--- src/rtl/core/pbwd_pkg.sv ---
// ----------------------------------------------------------------------------
// pbwd_pkg
// Shared types and constants for the windowed PackBits decoder: register
// indexes, header codes, controller states and the command/status bundles.
// ----------------------------------------------------------------------------
package pbwd_pkg;

    // configuration port
    localparam int CFG_W = 32;
    localparam logic [0:0] REG_RANGE_START = 1'd0;
    localparam logic [0:0] REG_RANGE_END   = 1'd1;

    // header decode
    localparam logic [7:0] HDR_LIT_MAX = 8'd127;  // 0..127: literal run of header+1
    localparam logic [7:0] HDR_SKIP    = 8'h80;   // -128: no-op header
    localparam logic [8:0] RUN_BASE    = 9'd257;  // run length = 257 - header

    // byte counts carried by a result
    localparam logic [1:0] CNT_ONE = 2'd1;
    localparam logic [1:0] CNT_TWO = 2'd2;

    typedef enum logic [2:0] {
        ST_HEADER,
        ST_LITERAL,
        ST_RUNVAL,
        ST_EXPAND,
        ST_FLUSH,
        ST_DONE
    } t_state;

    // controller -> datapath
    typedef struct packed {
        logic load_hdr;
        logic take_lit;
        logic load_val;
        logic exp_step;
        logic flush_push;
        logic clr_pos;
    } t_cmd;

    // datapath -> controller
    typedef struct packed {
        logic hdr_lit;
        logic hdr_run;
        logic lit_last;
        logic end_hit;
        logic exp_last;
        logic exp_stall;
        logic stg_v;
        logic out_free;
        logic eop_held;
        logic stopped;
    } t_status;

endpackage

--- src/rtl/core/pbwd_in_if.sv ---
// ----------------------------------------------------------------------------
// pbwd_in_if
// Compressed byte channel: valid/ready with one code byte and packet end flag.
// ----------------------------------------------------------------------------
interface pbwd_in_if;
    logic       valid;
    logic       ready;
    logic [7:0] code_byte;
    logic       end_of_packet;

    modport source (output valid, code_byte, end_of_packet, input ready);
    modport sink   (input valid, code_byte, end_of_packet, output ready);
endinterface

--- src/rtl/core/pbwd_out_if.sv ---
// ----------------------------------------------------------------------------
// pbwd_out_if
// Decoded byte channel: valid/ready with one or two bytes per request.
// ----------------------------------------------------------------------------
interface pbwd_out_if;
    logic       valid;
    logic       ready;
    logic [7:0] byte_first;
    logic [7:0] byte_second;
    logic [1:0] byte_count;
    logic       last_of_item;

    modport source (output valid, byte_first, byte_second, byte_count, last_of_item,
                    input ready);
    modport sink   (input valid, byte_first, byte_second, byte_count, last_of_item,
                    output ready);
endinterface

--- src/rtl/core/packbits_windowed_decoder.sv ---
// ----------------------------------------------------------------------------
// packbits_windowed_decoder
// PackBits stream decoder that emits only the decoded bytes whose position
// within the packet lies in [range_start, range_end).
// ----------------------------------------------------------------------------
// Header, literal and run value bytes are taken one per cycle; a literal byte
// waits only while the output register holds an untaken request. A run value
// byte then holds the input while the expander walks the decoded positions of
// the run (up to 128, fewer when range_end is reached), one position per
// cycle unless stalled, and then hands over the final request. A step that
// completes a request also waits while the staging and output registers both
// hold untaken requests, and the handover waits for the output register.
// Run bytes leave two to a request through a one-deep staging register, so a
// run of N in-window copies takes (N + 1) / 2 output requests.
// Positions saturate at the top of the POSITION_WIDTH counter and restart at
// zero after the byte that carries end_of_packet. The user must write
// range_start and range_end through the config port while the block is idle;
// the block itself does not enforce this.
module packbits_windowed_decoder import pbwd_pkg::*; #(
    parameter int POSITION_WIDTH = 32
) (
    input  logic             i_clk,
    input  logic             i_rst_n,
    input  logic             i_cfg_we,
    input  logic [0:0]       i_cfg_idx,
    input  logic [CFG_W-1:0] i_cfg_data,
    pbwd_in_if.sink          i_in,
    pbwd_out_if.source       o_out
);

    t_cmd    w_cmd;
    t_status w_status;
    logic    w_in_ready;

    // phase controller
    pbwd_ctrl u_ctrl (
        .i_clk           (i_clk),
        .i_rst_n         (i_rst_n),
        .i_in_valid      (i_in.valid),
        .i_end_of_packet (i_in.end_of_packet),
        .i_status        (w_status),
        .o_in_ready      (w_in_ready),
        .o_cmd           (w_cmd)
    );

    // position, window and result registers
    pbwd_dp #(
        .POSITION_WIDTH (POSITION_WIDTH)
    ) u_dp (
        .i_clk           (i_clk),
        .i_rst_n         (i_rst_n),
        .i_cfg_we        (i_cfg_we),
        .i_cfg_idx       (i_cfg_idx),
        .i_cfg_data      (i_cfg_data),
        .i_code_byte     (i_in.code_byte),
        .i_end_of_packet (i_in.end_of_packet),
        .i_cmd           (w_cmd),
        .o_status        (w_status),
        .i_out_ready     (o_out.ready),
        .o_out_valid     (o_out.valid),
        .o_byte_first    (o_out.byte_first),
        .o_byte_second   (o_out.byte_second),
        .o_byte_count    (o_out.byte_count),
        .o_last_of_item  (o_out.last_of_item)
    );

    assign i_in.ready = w_in_ready;

endmodule

--- src/rtl/core/pbwd_dp.sv ---
// ----------------------------------------------------------------------------
// pbwd_dp
// Datapath: window registers, position counter, run bookkeeping, a one-deep
// staging register for run results and the output register.
// ----------------------------------------------------------------------------
module pbwd_dp import pbwd_pkg::*; #(
    parameter int POSITION_WIDTH = 32
) (
    input  logic             i_clk,
    input  logic             i_rst_n,
    input  logic             i_cfg_we,
    input  logic [0:0]       i_cfg_idx,
    input  logic [CFG_W-1:0] i_cfg_data,
    input  logic [7:0]       i_code_byte,
    input  logic             i_end_of_packet,
    input  t_cmd             i_cmd,
    output t_status          o_status,
    input  logic             i_out_ready,
    output logic             o_out_valid,
    output logic [7:0]       o_byte_first,
    output logic [7:0]       o_byte_second,
    output logic [1:0]       o_byte_count,
    output logic             o_last_of_item
);

    localparam int CMP_W = (POSITION_WIDTH > CFG_W) ? POSITION_WIDTH : CFG_W;
    localparam logic [POSITION_WIDTH-1:0] POS_MAX = '1;

    // control state
    logic [CFG_W-1:0]          r_range_start, r_range_end;
    logic [POSITION_WIDTH-1:0] r_pos, n_pos;
    logic [7:0]                r_bl, n_bl;
    logic                      r_pend, n_pend;
    logic                      r_stg_v, n_stg_v;
    logic                      r_out_v, n_out_v;
    logic                      r_stopped, n_stopped;
    logic                      r_eop, n_eop;

    // payload
    logic [7:0] r_val;
    logic [7:0] r_stg_first, r_stg_second;
    logic [1:0] r_stg_count;
    logic [7:0] r_out_first, r_out_second;
    logic [1:0] r_out_count;
    logic       r_out_last;

    logic [POSITION_WIDTH-1:0] w_pos_inc;
    logic [CMP_W-1:0]          w_pos_x, w_inc_x, w_start_x, w_end_x;
    logic                      w_in_win, w_end_hit, w_exp_last;
    logic                      w_pair, w_produce, w_out_free;
    logic                      w_out_wr, w_stg_wr;
    logic [7:0]                w_out_first, w_out_second;
    logic [1:0]                w_out_count;
    logic                      w_out_last;

    // window test on the current position, saturating increment
    always_comb begin
        w_pos_inc  = (r_pos == POS_MAX) ? r_pos : r_pos + POSITION_WIDTH'(1);
        w_pos_x    = CMP_W'(r_pos);
        w_inc_x    = CMP_W'(w_pos_inc);
        w_start_x  = CMP_W'(r_range_start);
        w_end_x    = CMP_W'(r_range_end);
        w_in_win   = (w_pos_x >= w_start_x) && (w_pos_x < w_end_x);
        w_end_hit  = w_inc_x >= w_end_x;
        w_exp_last = (r_bl == 8'd1) || w_end_hit;
        w_pair     = w_in_win && r_pend;
        w_produce  = w_pair || (w_exp_last && (r_pend ^ w_in_win));
        w_out_free = !r_out_v || i_out_ready;
    end

    // status to controller
    always_comb begin
        o_status.hdr_lit   = i_code_byte <= HDR_LIT_MAX;
        o_status.hdr_run   = i_code_byte > HDR_SKIP;
        o_status.lit_last  = r_bl == 8'd1;
        o_status.end_hit   = w_end_hit;
        o_status.exp_last  = w_exp_last;
        o_status.exp_stall = w_produce && r_stg_v && !w_out_free;
        o_status.stg_v     = r_stg_v;
        o_status.out_free  = w_out_free;
        o_status.eop_held  = r_eop;
        o_status.stopped   = r_stopped;
    end

    // next state of the datapath registers
    always_comb begin
        n_pos        = r_pos;
        n_bl         = r_bl;
        n_pend       = r_pend;
        n_stg_v      = r_stg_v;
        n_out_v      = r_out_v && !i_out_ready;
        n_stopped    = r_stopped;
        n_eop        = r_eop;
        w_out_wr     = 1'b0;
        w_stg_wr     = 1'b0;
        w_out_first  = r_stg_first;
        w_out_second = r_stg_second;
        w_out_count  = r_stg_count;
        w_out_last   = 1'b0;

        // header: load run length
        if (i_cmd.load_hdr) begin
            if (o_status.hdr_lit) begin
                n_bl = i_code_byte + 8'd1;
            end else if (o_status.hdr_run) begin
                n_bl = 8'(RUN_BASE - {1'b0, i_code_byte});
            end
        end

        // literal byte: one position, at most one result
        if (i_cmd.take_lit) begin
            n_pos = w_pos_inc;
            n_bl  = r_bl - 8'd1;
            if (w_in_win) begin
                w_out_wr     = 1'b1;
                w_out_first  = i_code_byte;
                w_out_second = 8'd0;
                w_out_count  = CNT_ONE;
                w_out_last   = 1'b1;
            end
        end

        if (i_cmd.load_val) begin
            n_eop = i_end_of_packet;
        end

        // run expansion: one position per step, previous staged result moves out when a new one is made
        if (i_cmd.exp_step) begin
            n_pos  = w_pos_inc;
            n_bl   = w_exp_last ? 8'd0 : r_bl - 8'd1;
            n_pend = w_exp_last ? 1'b0 : (r_pend ^ w_in_win);
            if (w_exp_last) begin
                n_stopped = w_end_hit;
            end
            if (w_produce) begin
                w_stg_wr = 1'b1;
                n_stg_v  = 1'b1;
                if (r_stg_v) begin
                    w_out_wr = 1'b1;
                end
            end
        end

        // final staged result of a run carries the last flag
        if (i_cmd.flush_push) begin
            w_out_wr   = 1'b1;
            w_out_last = 1'b1;
            n_stg_v    = 1'b0;
        end

        // end of packet
        if (i_cmd.clr_pos) begin
            n_pos = '0;
            n_bl  = 8'd0;
        end

        if (w_out_wr) begin
            n_out_v = 1'b1;
        end
    end

    // control registers
    always_ff @(posedge i_clk) begin
        if (!i_rst_n) begin
            r_range_start <= '0;
            r_range_end   <= '1;
            r_pos         <= '0;
            r_bl          <= 8'd0;
            r_pend        <= 1'b0;
            r_stg_v       <= 1'b0;
            r_out_v       <= 1'b0;
            r_stopped     <= 1'b0;
            r_eop         <= 1'b0;
        end else begin
            if (i_cfg_we && i_cfg_idx == REG_RANGE_START) begin
                r_range_start <= i_cfg_data;
            end
            if (i_cfg_we && i_cfg_idx == REG_RANGE_END) begin
                r_range_end <= i_cfg_data;
            end
            r_pos     <= n_pos;
            r_bl      <= n_bl;
            r_pend    <= n_pend;
            r_stg_v   <= n_stg_v;
            r_out_v   <= n_out_v;
            r_stopped <= n_stopped;
            r_eop     <= n_eop;
        end
    end

    // payload registers
    always_ff @(posedge i_clk) begin
        if (i_cmd.load_val) begin
            r_val <= i_code_byte;
        end
        if (w_stg_wr) begin
            r_stg_first  <= r_val;
            r_stg_second <= w_pair ? r_val : 8'd0;
            r_stg_count  <= w_pair ? CNT_TWO : CNT_ONE;
        end
        if (w_out_wr) begin
            r_out_first  <= w_out_first;
            r_out_second <= w_out_second;
            r_out_count  <= w_out_count;
            r_out_last   <= w_out_last;
        end
    end

    assign o_out_valid    = r_out_v;
    assign o_byte_first   = r_out_first;
    assign o_byte_second  = r_out_second;
    assign o_byte_count   = r_out_count;
    assign o_last_of_item = r_out_last;

    // checks
    a_no_overwrite: assert property (@(posedge i_clk) disable iff (!i_rst_n)
        w_out_wr |-> w_out_free)
        else $error("output register written while holding a result");

    a_flush_has_data: assert property (@(posedge i_clk) disable iff (!i_rst_n)
        i_cmd.flush_push |-> r_stg_v)
        else $error("flush without a staged result");

    a_pend_cleared: assert property (@(posedge i_clk) disable iff (!i_rst_n)
        (i_cmd.exp_step && w_exp_last) |=> (!r_pend && r_bl == 8'd0))
        else $error("run state not cleared after last step");

endmodule

--- src/rtl/core/pbwd_ctrl.sv ---
// ----------------------------------------------------------------------------
// pbwd_ctrl
// Controller: tracks the decode phase, drives input ready and issues the
// per-cycle commands to the datapath.
// ----------------------------------------------------------------------------
module pbwd_ctrl import pbwd_pkg::*; (
    input  logic    i_clk,
    input  logic    i_rst_n,
    input  logic    i_in_valid,
    input  logic    i_end_of_packet,
    input  t_status i_status,
    output logic    o_in_ready,
    output t_cmd    o_cmd
);

    t_state r_state, n_state;
    logic   w_acc;

    // state register
    always_ff @(posedge i_clk) begin
        if (!i_rst_n) begin
            r_state <= ST_HEADER;
        end else begin
            r_state <= n_state;
        end
    end

    // next state and commands
    always_comb begin
        n_state    = r_state;
        o_cmd      = '0;
        o_in_ready = 1'b0;
        w_acc      = 1'b0;

        unique case (r_state)
            ST_HEADER: begin
                o_in_ready = 1'b1;
                w_acc      = i_in_valid;
                if (w_acc) begin
                    o_cmd.load_hdr = 1'b1;
                    if (i_end_of_packet) begin
                        o_cmd.clr_pos = 1'b1;
                    end else if (i_status.hdr_lit) begin
                        n_state = ST_LITERAL;
                    end else if (i_status.hdr_run) begin
                        n_state = ST_RUNVAL;
                    end
                end
            end
            ST_LITERAL: begin
                o_in_ready = i_status.out_free;
                w_acc      = i_in_valid && i_status.out_free;
                if (w_acc) begin
                    o_cmd.take_lit = 1'b1;
                    if (i_end_of_packet) begin
                        o_cmd.clr_pos = 1'b1;
                        n_state       = ST_HEADER;
                    end else if (i_status.end_hit) begin
                        n_state = ST_DONE;
                    end else if (i_status.lit_last) begin
                        n_state = ST_HEADER;
                    end
                end
            end
            ST_RUNVAL: begin
                o_in_ready = 1'b1;
                w_acc      = i_in_valid;
                if (w_acc) begin
                    o_cmd.load_val = 1'b1;
                    n_state        = ST_EXPAND;
                end
            end
            ST_EXPAND: begin
                if (!i_status.exp_stall) begin
                    o_cmd.exp_step = 1'b1;
                    if (i_status.exp_last) begin
                        n_state = ST_FLUSH;
                    end
                end
            end
            ST_FLUSH: begin
                if (!i_status.stg_v || i_status.out_free) begin
                    o_cmd.flush_push = i_status.stg_v;
                    if (i_status.eop_held) begin
                        o_cmd.clr_pos = 1'b1;
                        n_state       = ST_HEADER;
                    end else begin
                        n_state = i_status.stopped ? ST_DONE : ST_HEADER;
                    end
                end
            end
            ST_DONE: begin
                o_in_ready = 1'b1;
                w_acc      = i_in_valid;
                if (w_acc && i_end_of_packet) begin
                    o_cmd.clr_pos = 1'b1;
                    n_state       = ST_HEADER;
                end
            end
            default: begin
                n_state = ST_HEADER;
            end
        endcase
    end

    // checks
    a_lit_no_stage: assert property (@(posedge i_clk) disable iff (!i_rst_n)
        (r_state == ST_LITERAL || r_state == ST_HEADER) |-> !i_status.stg_v)
        else $error("staged run result left behind");

    a_flush_after_last: assert property (@(posedge i_clk) disable iff (!i_rst_n)
        (o_cmd.exp_step && i_status.exp_last) |=> (r_state == ST_FLUSH))
        else $error("last run step did not enter flush");

    a_busy_no_ready: assert property (@(posedge i_clk) disable iff (!i_rst_n)
        (r_state == ST_EXPAND || r_state == ST_FLUSH) |-> !o_in_ready)
        else $error("input taken during run expansion");

endmodule

--- src/flat_wrapper.sv ---
// flat-port wrapper written by rule: the top's interface ports become plain ports
module packbits_windowed_decoder_flat import pbwd_pkg::*;
#(
    parameter int POSITION_WIDTH = 32
)
  (i_clk, i_rst_n, i_cfg_we, i_cfg_idx, i_cfg_data, i_in_valid, i_in_code_byte, i_in_end_of_packet, i_in_ready, o_out_valid, o_out_byte_first, o_out_byte_second, o_out_byte_count, o_out_last_of_item, o_out_ready);
  pbwd_in_if i_in_i ();
  pbwd_out_if o_out_i ();
  input  logic i_clk;
  input  logic i_rst_n;
  input  logic i_cfg_we;
  input  logic [0:0] i_cfg_idx;
  input  logic [CFG_W-1:0] i_cfg_data;
  input wire logic [$bits(i_in_i.valid)-1:0] i_in_valid;
  input wire logic [$bits(i_in_i.code_byte)-1:0] i_in_code_byte;
  input wire logic [$bits(i_in_i.end_of_packet)-1:0] i_in_end_of_packet;
  output wire logic [$bits(i_in_i.ready)-1:0] i_in_ready;
  output wire logic [$bits(o_out_i.valid)-1:0] o_out_valid;
  output wire logic [$bits(o_out_i.byte_first)-1:0] o_out_byte_first;
  output wire logic [$bits(o_out_i.byte_second)-1:0] o_out_byte_second;
  output wire logic [$bits(o_out_i.byte_count)-1:0] o_out_byte_count;
  output wire logic [$bits(o_out_i.last_of_item)-1:0] o_out_last_of_item;
  input wire logic [$bits(o_out_i.ready)-1:0] o_out_ready;
  assign i_in_i.valid = i_in_valid;
  assign i_in_i.code_byte = i_in_code_byte;
  assign i_in_i.end_of_packet = i_in_end_of_packet;
  assign i_in_ready = i_in_i.ready;
  assign o_out_valid = o_out_i.valid;
  assign o_out_byte_first = o_out_i.byte_first;
  assign o_out_byte_second = o_out_i.byte_second;
  assign o_out_byte_count = o_out_i.byte_count;
  assign o_out_last_of_item = o_out_i.last_of_item;
  assign o_out_i.ready = o_out_ready;
  packbits_windowed_decoder #(.POSITION_WIDTH(POSITION_WIDTH)) u_core (.i_clk(i_clk), .i_rst_n(i_rst_n), .i_cfg_we(i_cfg_we), .i_cfg_idx(i_cfg_idx), .i_cfg_data(i_cfg_data), .i_in(i_in_i), .o_out(o_out_i));
endmodule
--- config.mk ---
export PLATFORM = sky130hd
export DESIGN_NAME = packbits_windowed_decoder_flat
export DESIGN_NICKNAME = d
export VERILOG_FILES = /design/src/rtl/core/pbwd_pkg.sv /design/src/rtl/core/pbwd_in_if.sv /design/src/rtl/core/pbwd_out_if.sv /design/src/rtl/core/packbits_windowed_decoder.sv /design/src/rtl/core/pbwd_dp.sv /design/src/rtl/core/pbwd_ctrl.sv /design/src/flat_wrapper.sv
export SDC_FILE = /design/constraint.sdc
export NUM_CORES = 1
export LEC_CHECK = 0
export ABC_AREA = 1
export BUFFER_PORTS_ARGS = -buffer_cell sky130_fd_sc_hd__buf_2
export CORE_UTILIZATION = 57
export DETAILED_ROUTE_END_ITERATION = 12
export HOLD_SLACK_MARGIN = 0.03
export PLACE_DENSITY = 0.79
export SLEW_MARGIN = 20
export SYNTH_ARGS = -nofsm -noshare
export SYNTH_HDL_FRONTEND = slang
export SYNTH_SLANG_ARGS = --single-unit
export TNS_END_PERCENT = 50
--- constraint.sdc ---
create_clock -name i_clk -period 8.54 [get_ports i_clk]
set_input_delay 1.281 -clock i_clk [delete_from_list [all_inputs] [get_ports i_clk]]
set_output_delay 1.281 -clock i_clk [all_outputs]
set_load 0.005 [all_outputs]
After elaboration in Yosys (flattened, before gate mapping)
Cells that the tools add are included.

cells by class
  add/sub/neg operators = 4
  $lt $le $gt $ge = 5
  equal/unequal tests = 17
  mux-type cells = 58
  bitwise operators = 3
  reduce and logical (&&, ||, !) cells = 29

operator list
  kind                                                            count
  two-way mux 32 bit                                              3
  two-way mux 8 bit                                               10
  >= comparator 32 bit                                            2
  two-way mux 3 bit                                               15
  adder 32 x 1 -> 32 bit, second input constant                   1
  equality test 32 bit, second input constant                     1
  < comparator 32 bit                                             1
  two-way mux 1 bit                                               23
  case mux 3 bit (6 select lines)                                 1
  != test 2 bit, second input constant                            8
  logical AND 1 bit                                               10
  AND reduction 10 bit                                            1
  adder 8 x 1 -> 8 bit, second input constant                     1
  equality test 8 x 1 -> 1 bit, second input constant             1
  greater-than comparator 8 bit, second input constant            1
  less-or-equal comparator 8 x 7 -> 1 bit, second input constant  1
  two-way mux 2 bit                                               4
  subtractor 1 x 8 -> 8 bit, first input constant                 1
  subtractor 8 x 1 -> 8 bit, second input constant                1
  equality test 3 x 2 -> 1 bit, second input constant             2
  equality test 3 bit, second input constant                      2
  AND reduction 2 bit                                             3
  logical NOT 1 bit                                               4
  logical OR 1 bit                                                4
  13 further kinds                                                15

word-level totals
  register bits = 157
  output and inout bits = 21
  word-level logic and storage cells = 134

Longest topological paths before layout
  depth after elaboration = 13
  gate-level depth with buffers = 32
  mapped depth without buffers = 31

By module
Synthesis repeated with hierarchy kept, for this count alone.

unflattened totals
  cell total of the unflattened synthesis = 1288
  area, all modules = 9811.9 sq um

modules (own cells, without submodules)
  module     instances  cells an instance  area each (sq um)
  pbwd_dp    1          1212               9375.2
  pbwd_ctrl  1          76                 436.7

Worst setup path after synthesis
Ideal clock, no wire load.

  kind = register to register
  start point = register u_core.u_dp.r_pos[1]
  end point = register u_core.u_dp.r_stg_count[0], enable pin
  setup time = 0.373 ns
  data arrival time = 3.518 ns
  slack = 4.649 ns
  cell stages (with the launch flop) = 30
  path through = dfxtp_1 ha_1 nand2_1 inv_2 nand3_2 nor2_4 nand3_1 inv_1 nand4_1 or2_2 o21ai_0 inv_1 ha_1 nand2_1 nand2_1 nand2_1 nand2_1 nand2_1 nand2_1 nand2_1 nand2_1 nand2_2 nand3_4 nand2_4 nand2_4 nand2_4 nand2_4 inv_1 nand2_1 inv_1

on the way
  longest elaborated chain between the ends = 11
  elaborated cells on any way between the ends = 18
  classes of those cells = add/sub (1); order compare (3); eq/ne (1); mux (5); bitwise (1); reduce/logical (7)

ends and longest elaborated chain
  what                                                                   RTL line         source
  from (decl)                                                            pbwd_dp.sv:31    logic [POSITION_WIDTH-1:0] r_pos, n_pos;
  from (signal assigned)                                                 pbwd_dp.sv:181   r_pos <= n_pos;
  adder 32 x 1 -> 32 bit / equality test 32 bit (equally long branches)  pbwd_dp.sv:58    w_pos_inc = (r_pos == POS_MAX) ? r_pos : r_pos + POSITION_WIDTH'(1);
  two-way mux 32 bit *                                                   pbwd_dp.sv:58
  via u_core.u_dp.w_inc_x[1]                                             pbwd_dp.sv:48    logic [CMP_W-1:0] w_pos_x, w_inc_x, w_start_x, w_end_x;
  >= comparator 32 bit *                                                 pbwd_dp.sv:64    w_end_hit = w_inc_x >= w_end_x;
  logical OR 1 bit *                                                     pbwd_dp.sv:65    w_exp_last = (r_bl == 8'd1) || w_end_hit;
  logical AND 1 bit *                                                    pbwd_dp.sv:67    w_produce = w_pair || (w_exp_last && (r_pend ^ w_in_win));
  logical OR 1 bit *                                                     pbwd_dp.sv:67
  logical AND 1 bit (2 in a row)                                         pbwd_dp.sv:78    o_status.exp_stall = w_produce && r_stg_v && !w_out_free;
  two-way mux 1 bit                                                      pbwd_ctrl.sv:74  if (!i_status.exp_stall) begin
  two-way mux 1 bit                                                      pbwd_ctrl.sv:35  unique case (r_state)
  two-way mux 1 bit *                                                    pbwd_dp.sv:128   if (i_cmd.exp_step) begin
  via u_core.u_dp.w_stg_wr                                               pbwd_dp.sv:51    logic w_out_wr, w_stg_wr;
  to (signal assigned)                                                   pbwd_dp.sv:199   r_stg_count <= w_pair ? CNT_TWO : CNT_ONE;
  to (decl)                                                              pbwd_dp.sv:42    logic [1:0] r_stg_count;

The timed path passes the listed nets; every way through them passes the cells marked *.
A chain may end at the register's enable or synchronous reset.

Worst setup path after layout
  start point = register u_core.u_dp.r_pos[1]
  end point = register u_core.u_dp.r_bl[3]

on the way
  longest elaborated chain between the ends = 12
  elaborated cells on any way between the ends = 21
  classes of those cells = add/sub (1); order compare (3); eq/ne (1); mux (5); bitwise (1); reduce/logical (10)

ends and longest elaborated chain
  what                                                                       RTL line         source
  adder 32 x 1 -> 32 bit / equality test 32 bit (equally long branches)      pbwd_dp.sv:58
  two-way mux 32 bit *                                                       pbwd_dp.sv:58
  via u_core.u_dp.w_inc_x[1]                                                 pbwd_dp.sv:48
  >= comparator 32 bit *                                                     pbwd_dp.sv:64
  logical OR 1 bit *                                                         pbwd_dp.sv:65
  logical AND 1 bit                                                          pbwd_dp.sv:67
  logical OR 1 bit                                                           pbwd_dp.sv:67
  logical AND 1 bit (2 in a row)                                             pbwd_dp.sv:78
  two-way mux 1 bit                                                          pbwd_ctrl.sv:74
  two-way mux 1 bit                                                          pbwd_ctrl.sv:35
  nonzero test 4 bit (no line) / nonzero test 3 bit (equally long branches)  --
  AND reduction 2 bit (no line)                                              --
  to (signal assigned)                                                       pbwd_dp.sv:182   r_bl <= n_bl;
  to (decl)                                                                  pbwd_dp.sv:32    logic [7:0] r_bl, n_bl;

Marked as above.

==> impl_metrics.env <==
export IMPL_io_pins=68
export IMPL_syn_inst=1252
export IMPL_antenna_cells=0
export IMPL_firstDrtPassIters=5
export IMPL_end_kind="flip-flop"
export IMPL_setup_viol=0
export IMPL_vias=8517
export IMPL_crit_slowest_cell="inv_2"
export IMPL_cts_max_path_buffers=2
export IMPL_holdWs_ns=0.4577
export IMPL_antenna_found_initial=0
export IMPL_slowest_delay_ns=0.59
export IMPL_clk_pin_slew_ns=0.07
export IMPL_reg2reg_to="u_core.u_dp.r_bl[3]$_SDFFE_PP0P_"
export IMPL_utilization_pct=65.75
export IMPL_row_count=46
export IMPL_cp_required_ns=8.88
export IMPL_path_buf_inv=5
export IMPL_ff2ff_path_depth=30
export IMPL_ys_seq_elements=157
export IMPL_cts_buffers=17
export IMPL_synth_area_sq_um=9542
export IMPL_max_freq_ghz=0.1937
export IMPL_cts_sinks=157
export IMPL_drc=0
export IMPL_period_needed_ns=5.163
export IMPL_startpoint_type="flip-flop"
export IMPL_drive_gt1_share_pct=9.506
export IMPL_start_util_pct=59.21
export IMPL_yosysSeqAreaShare_pct=37.66
export IMPL_outcome="complete, no violations"
export IMPL_avgSynthCellArea_sq_um=7.621
export IMPL_finalSetupTns_ns=0
export IMPL_ys_types=45
export IMPL_syn_nets=1402
export IMPL_gp_congestion=0.9576
export IMPL_setup_worst_path_class="flip-flop to flip-flop"
export IMPL_synth_most_common_cell="nand2_1"
export IMPL_synth_top_area_share_pct=23.50
export IMPL_min_path_cells=0
export IMPL_hp_start="u_core.u_dp.r_val[0]$_DFFE_PP_"
export IMPL_die_width_microns=131.4
export IMPL_yosys_top_cells_count="nand2_1 (261), inv_1 (161), nor2_1 (142)"
export IMPL_core_area_sq_um=16120
export IMPL_async_reset_ff_share_pct=0
export IMPL_rr_startpoint="u_core.u_dp.r_pos[1]$_SDFFE_PP0P_"
export IMPL_rsz0062_at_grt="no"
export IMPL_hold_path_end="u_core.u_dp.r_stg_first[0]$_DFFE_PP_"
export IMPL_fin_nets=1452
export IMPL_worst_ep_arrival_time_ns=5.50
export IMPL_clock_skew_ns=0.009994
export IMPL_drtIter0Drc=627
export IMPL_hp_class="flip-flop to flip-flop"
export IMPL_synthTopCellsByArea="dfxtp_1 (23%), edfxtp_1 (14%), ha_1 (14%)"
export IMPL_clock_root_buffer="clkbuf_16"
export IMPL_synth_area_leader_cell="dfxtp_1"
export IMPL_ant_nets=0
export IMPL_tightest_slew_ns=1.056
export IMPL_critPathLaunch="u_core.u_dp.r_pos[1]$_SDFFE_PP0P_"
export IMPL_drt_wl_total_mm=21.97
export IMPL_postCtsSetupBuffers=0
export IMPL_io_buffers=67
export IMPL_fin_crit_sh_pct=60.46
export IMPL_slew_headroom_pct=29.60
export IMPL_worst_skew_pair_late_latency_ns=0.44
export IMPL_max_vdd_ir_drop_mv=0.1605
export IMPL_critical_path_top_delay_family="simple AND/OR/NAND/NOR gates"
export IMPL_syn_to_final_growth_pct=11.05
export IMPL_grt_overflow=0
export IMPL_synthFlopType="dfxtp_1"
export IMPL_timing_hold_violations_final=0
export IMPL_grt_pass1_wl_mm=37.22
export IMPL_postCtsHoldBufs=0
export IMPL_synth_edf_count=45
export IMPL_setup_slack_ns=3.377
export IMPL_die_h_microns=131.4
export IMPL_grt_pass1_vias=7687
export IMPL_via_per_inst=5.563
export IMPL_pre_cts_ws_ns=3.507
export IMPL_grt_max_degree=71
export IMPL_crit_fanout=38
export IMPL_track_usage_pct=26.59
export IMPL_die_area_sq_um=17260
export IMPL_drv_slew=0
export IMPL_cts_tree="yes"
export IMPL_cts_resized=0
export IMPL_max_cap_viol_count=0
export IMPL_cts_htree_levels=4
export IMPL_p_leak_nw=5.316
export IMPL_power_mw=2.503
export IMPL_power_density_nw_per_um2=236.2
export IMPL_drt_wirelength_per_cell_microns=14.35
export IMPL_hpwl_mm=16.23
export IMPL_r2r_slack_ns=3.38
export IMPL_ys_warn_count=0
## state kept, by name, indices dropped and copies added, names as in the netlist, 3 cells and up
name,flops
u_core.u_dp.r_pos,32
u_core.u_dp.r_range_end,32
u_core.u_dp.r_range_start,32
u_core.u_dp.o_byte_first,8
u_core.u_dp.o_byte_second,8
u_core.u_dp.r_bl,8
u_core.u_dp.r_stg_first,8
u_core.u_dp.r_stg_second,8
u_core.u_dp.r_val,8
u_core.u_ctrl.r_state,3
## how the worst max path moves through the flow
stage	end	slack [ns]	cells after the start
5_1_grt	u_core.u_dp.r_bl[7]$_SDFFE_PP0P_	2.85	30
3_5_place_dp	u_core.u_dp.r_bl[3]$_SDFFE_PP0P_	3.51	30
2_1_floorplan	u_core.u_dp.r_stg_count[0]$_DFFE_PP_	4.65	29
6_report	u_core.u_dp.r_bl[3]$_SDFFE_PP0P_	3.38	30
4_1_cts	u_core.u_dp.r_bl[3]$_SDFFE_PP0P_	3.45	30
3_3_place_gp	u_core.u_dp.r_bl[4]$_SDFFE_PP0P_	3.76	32
## per-stage QoR
step / instance area (sq um) / instances
6_report: 10600 / 1531
5_1_grt: 10600 / 1531
4_1_cts: 10600 / 1531
3_5_place_dp: 9997 / 1499
3_3_place_gp: 9997 / 1499
2_1_floorplan: 9542 / 1252
## layout by cell type, fill, tap and decap left out, types with 7 or more instances in the layout
cell type and n:
a21oi_1 86, nor2_1 142, buf_2 67, o211ai_1 36, nor4_1 7, xnor2_1 13
nand2_1 261, ha_1 103, inv_1 161, clkbuf_16 17, nand4_1 23, dfxtp_1 112
inv_8 8, nor3_1 14, edfxtp_1 45, xor2_1 24, nand3_1 33, o21ai_0 101
## routing by layer
layer	global-route usage (%)	vias up	share of wire (%)
li1	-	4263	-
met1	37.92	3914	49
met2	39.98	299	42
met3	6.211	41	6.7
met4	7.558	0	1.7
met5	0	-	0
## cell type report
type	count	area [sq um]
multi-input combinational	889	5145
inverter	166	623.1
tap	216	270.3
fill	1381	5519
clock inverter	15	173.9
sequential	157	3593
timing repair buffer	71	365.4
clock buffer	17	425.4
## report_power, final
group          internal (mW)  switching, mW  total [mW]
Clock                  0.397          0.366       0.763
Sequential             0.854         0.0964       0.950
Combinational          0.280          0.509       0.789
## cells by family after synthesis
group / after synthesis / share of synthesized area (%)
AOI/OAI and AO/OA: 247 / 14.42
adders and majority gates: 103 / 13.51
xor gates and xnor gates: 37 / 3.396
buffers and inverters: 206 / 8.458
and+or+nand+nor: 502 / 22.55
DFF: 157 / 37.66
No activity file was read; power rests on OpenSTA's default activity.
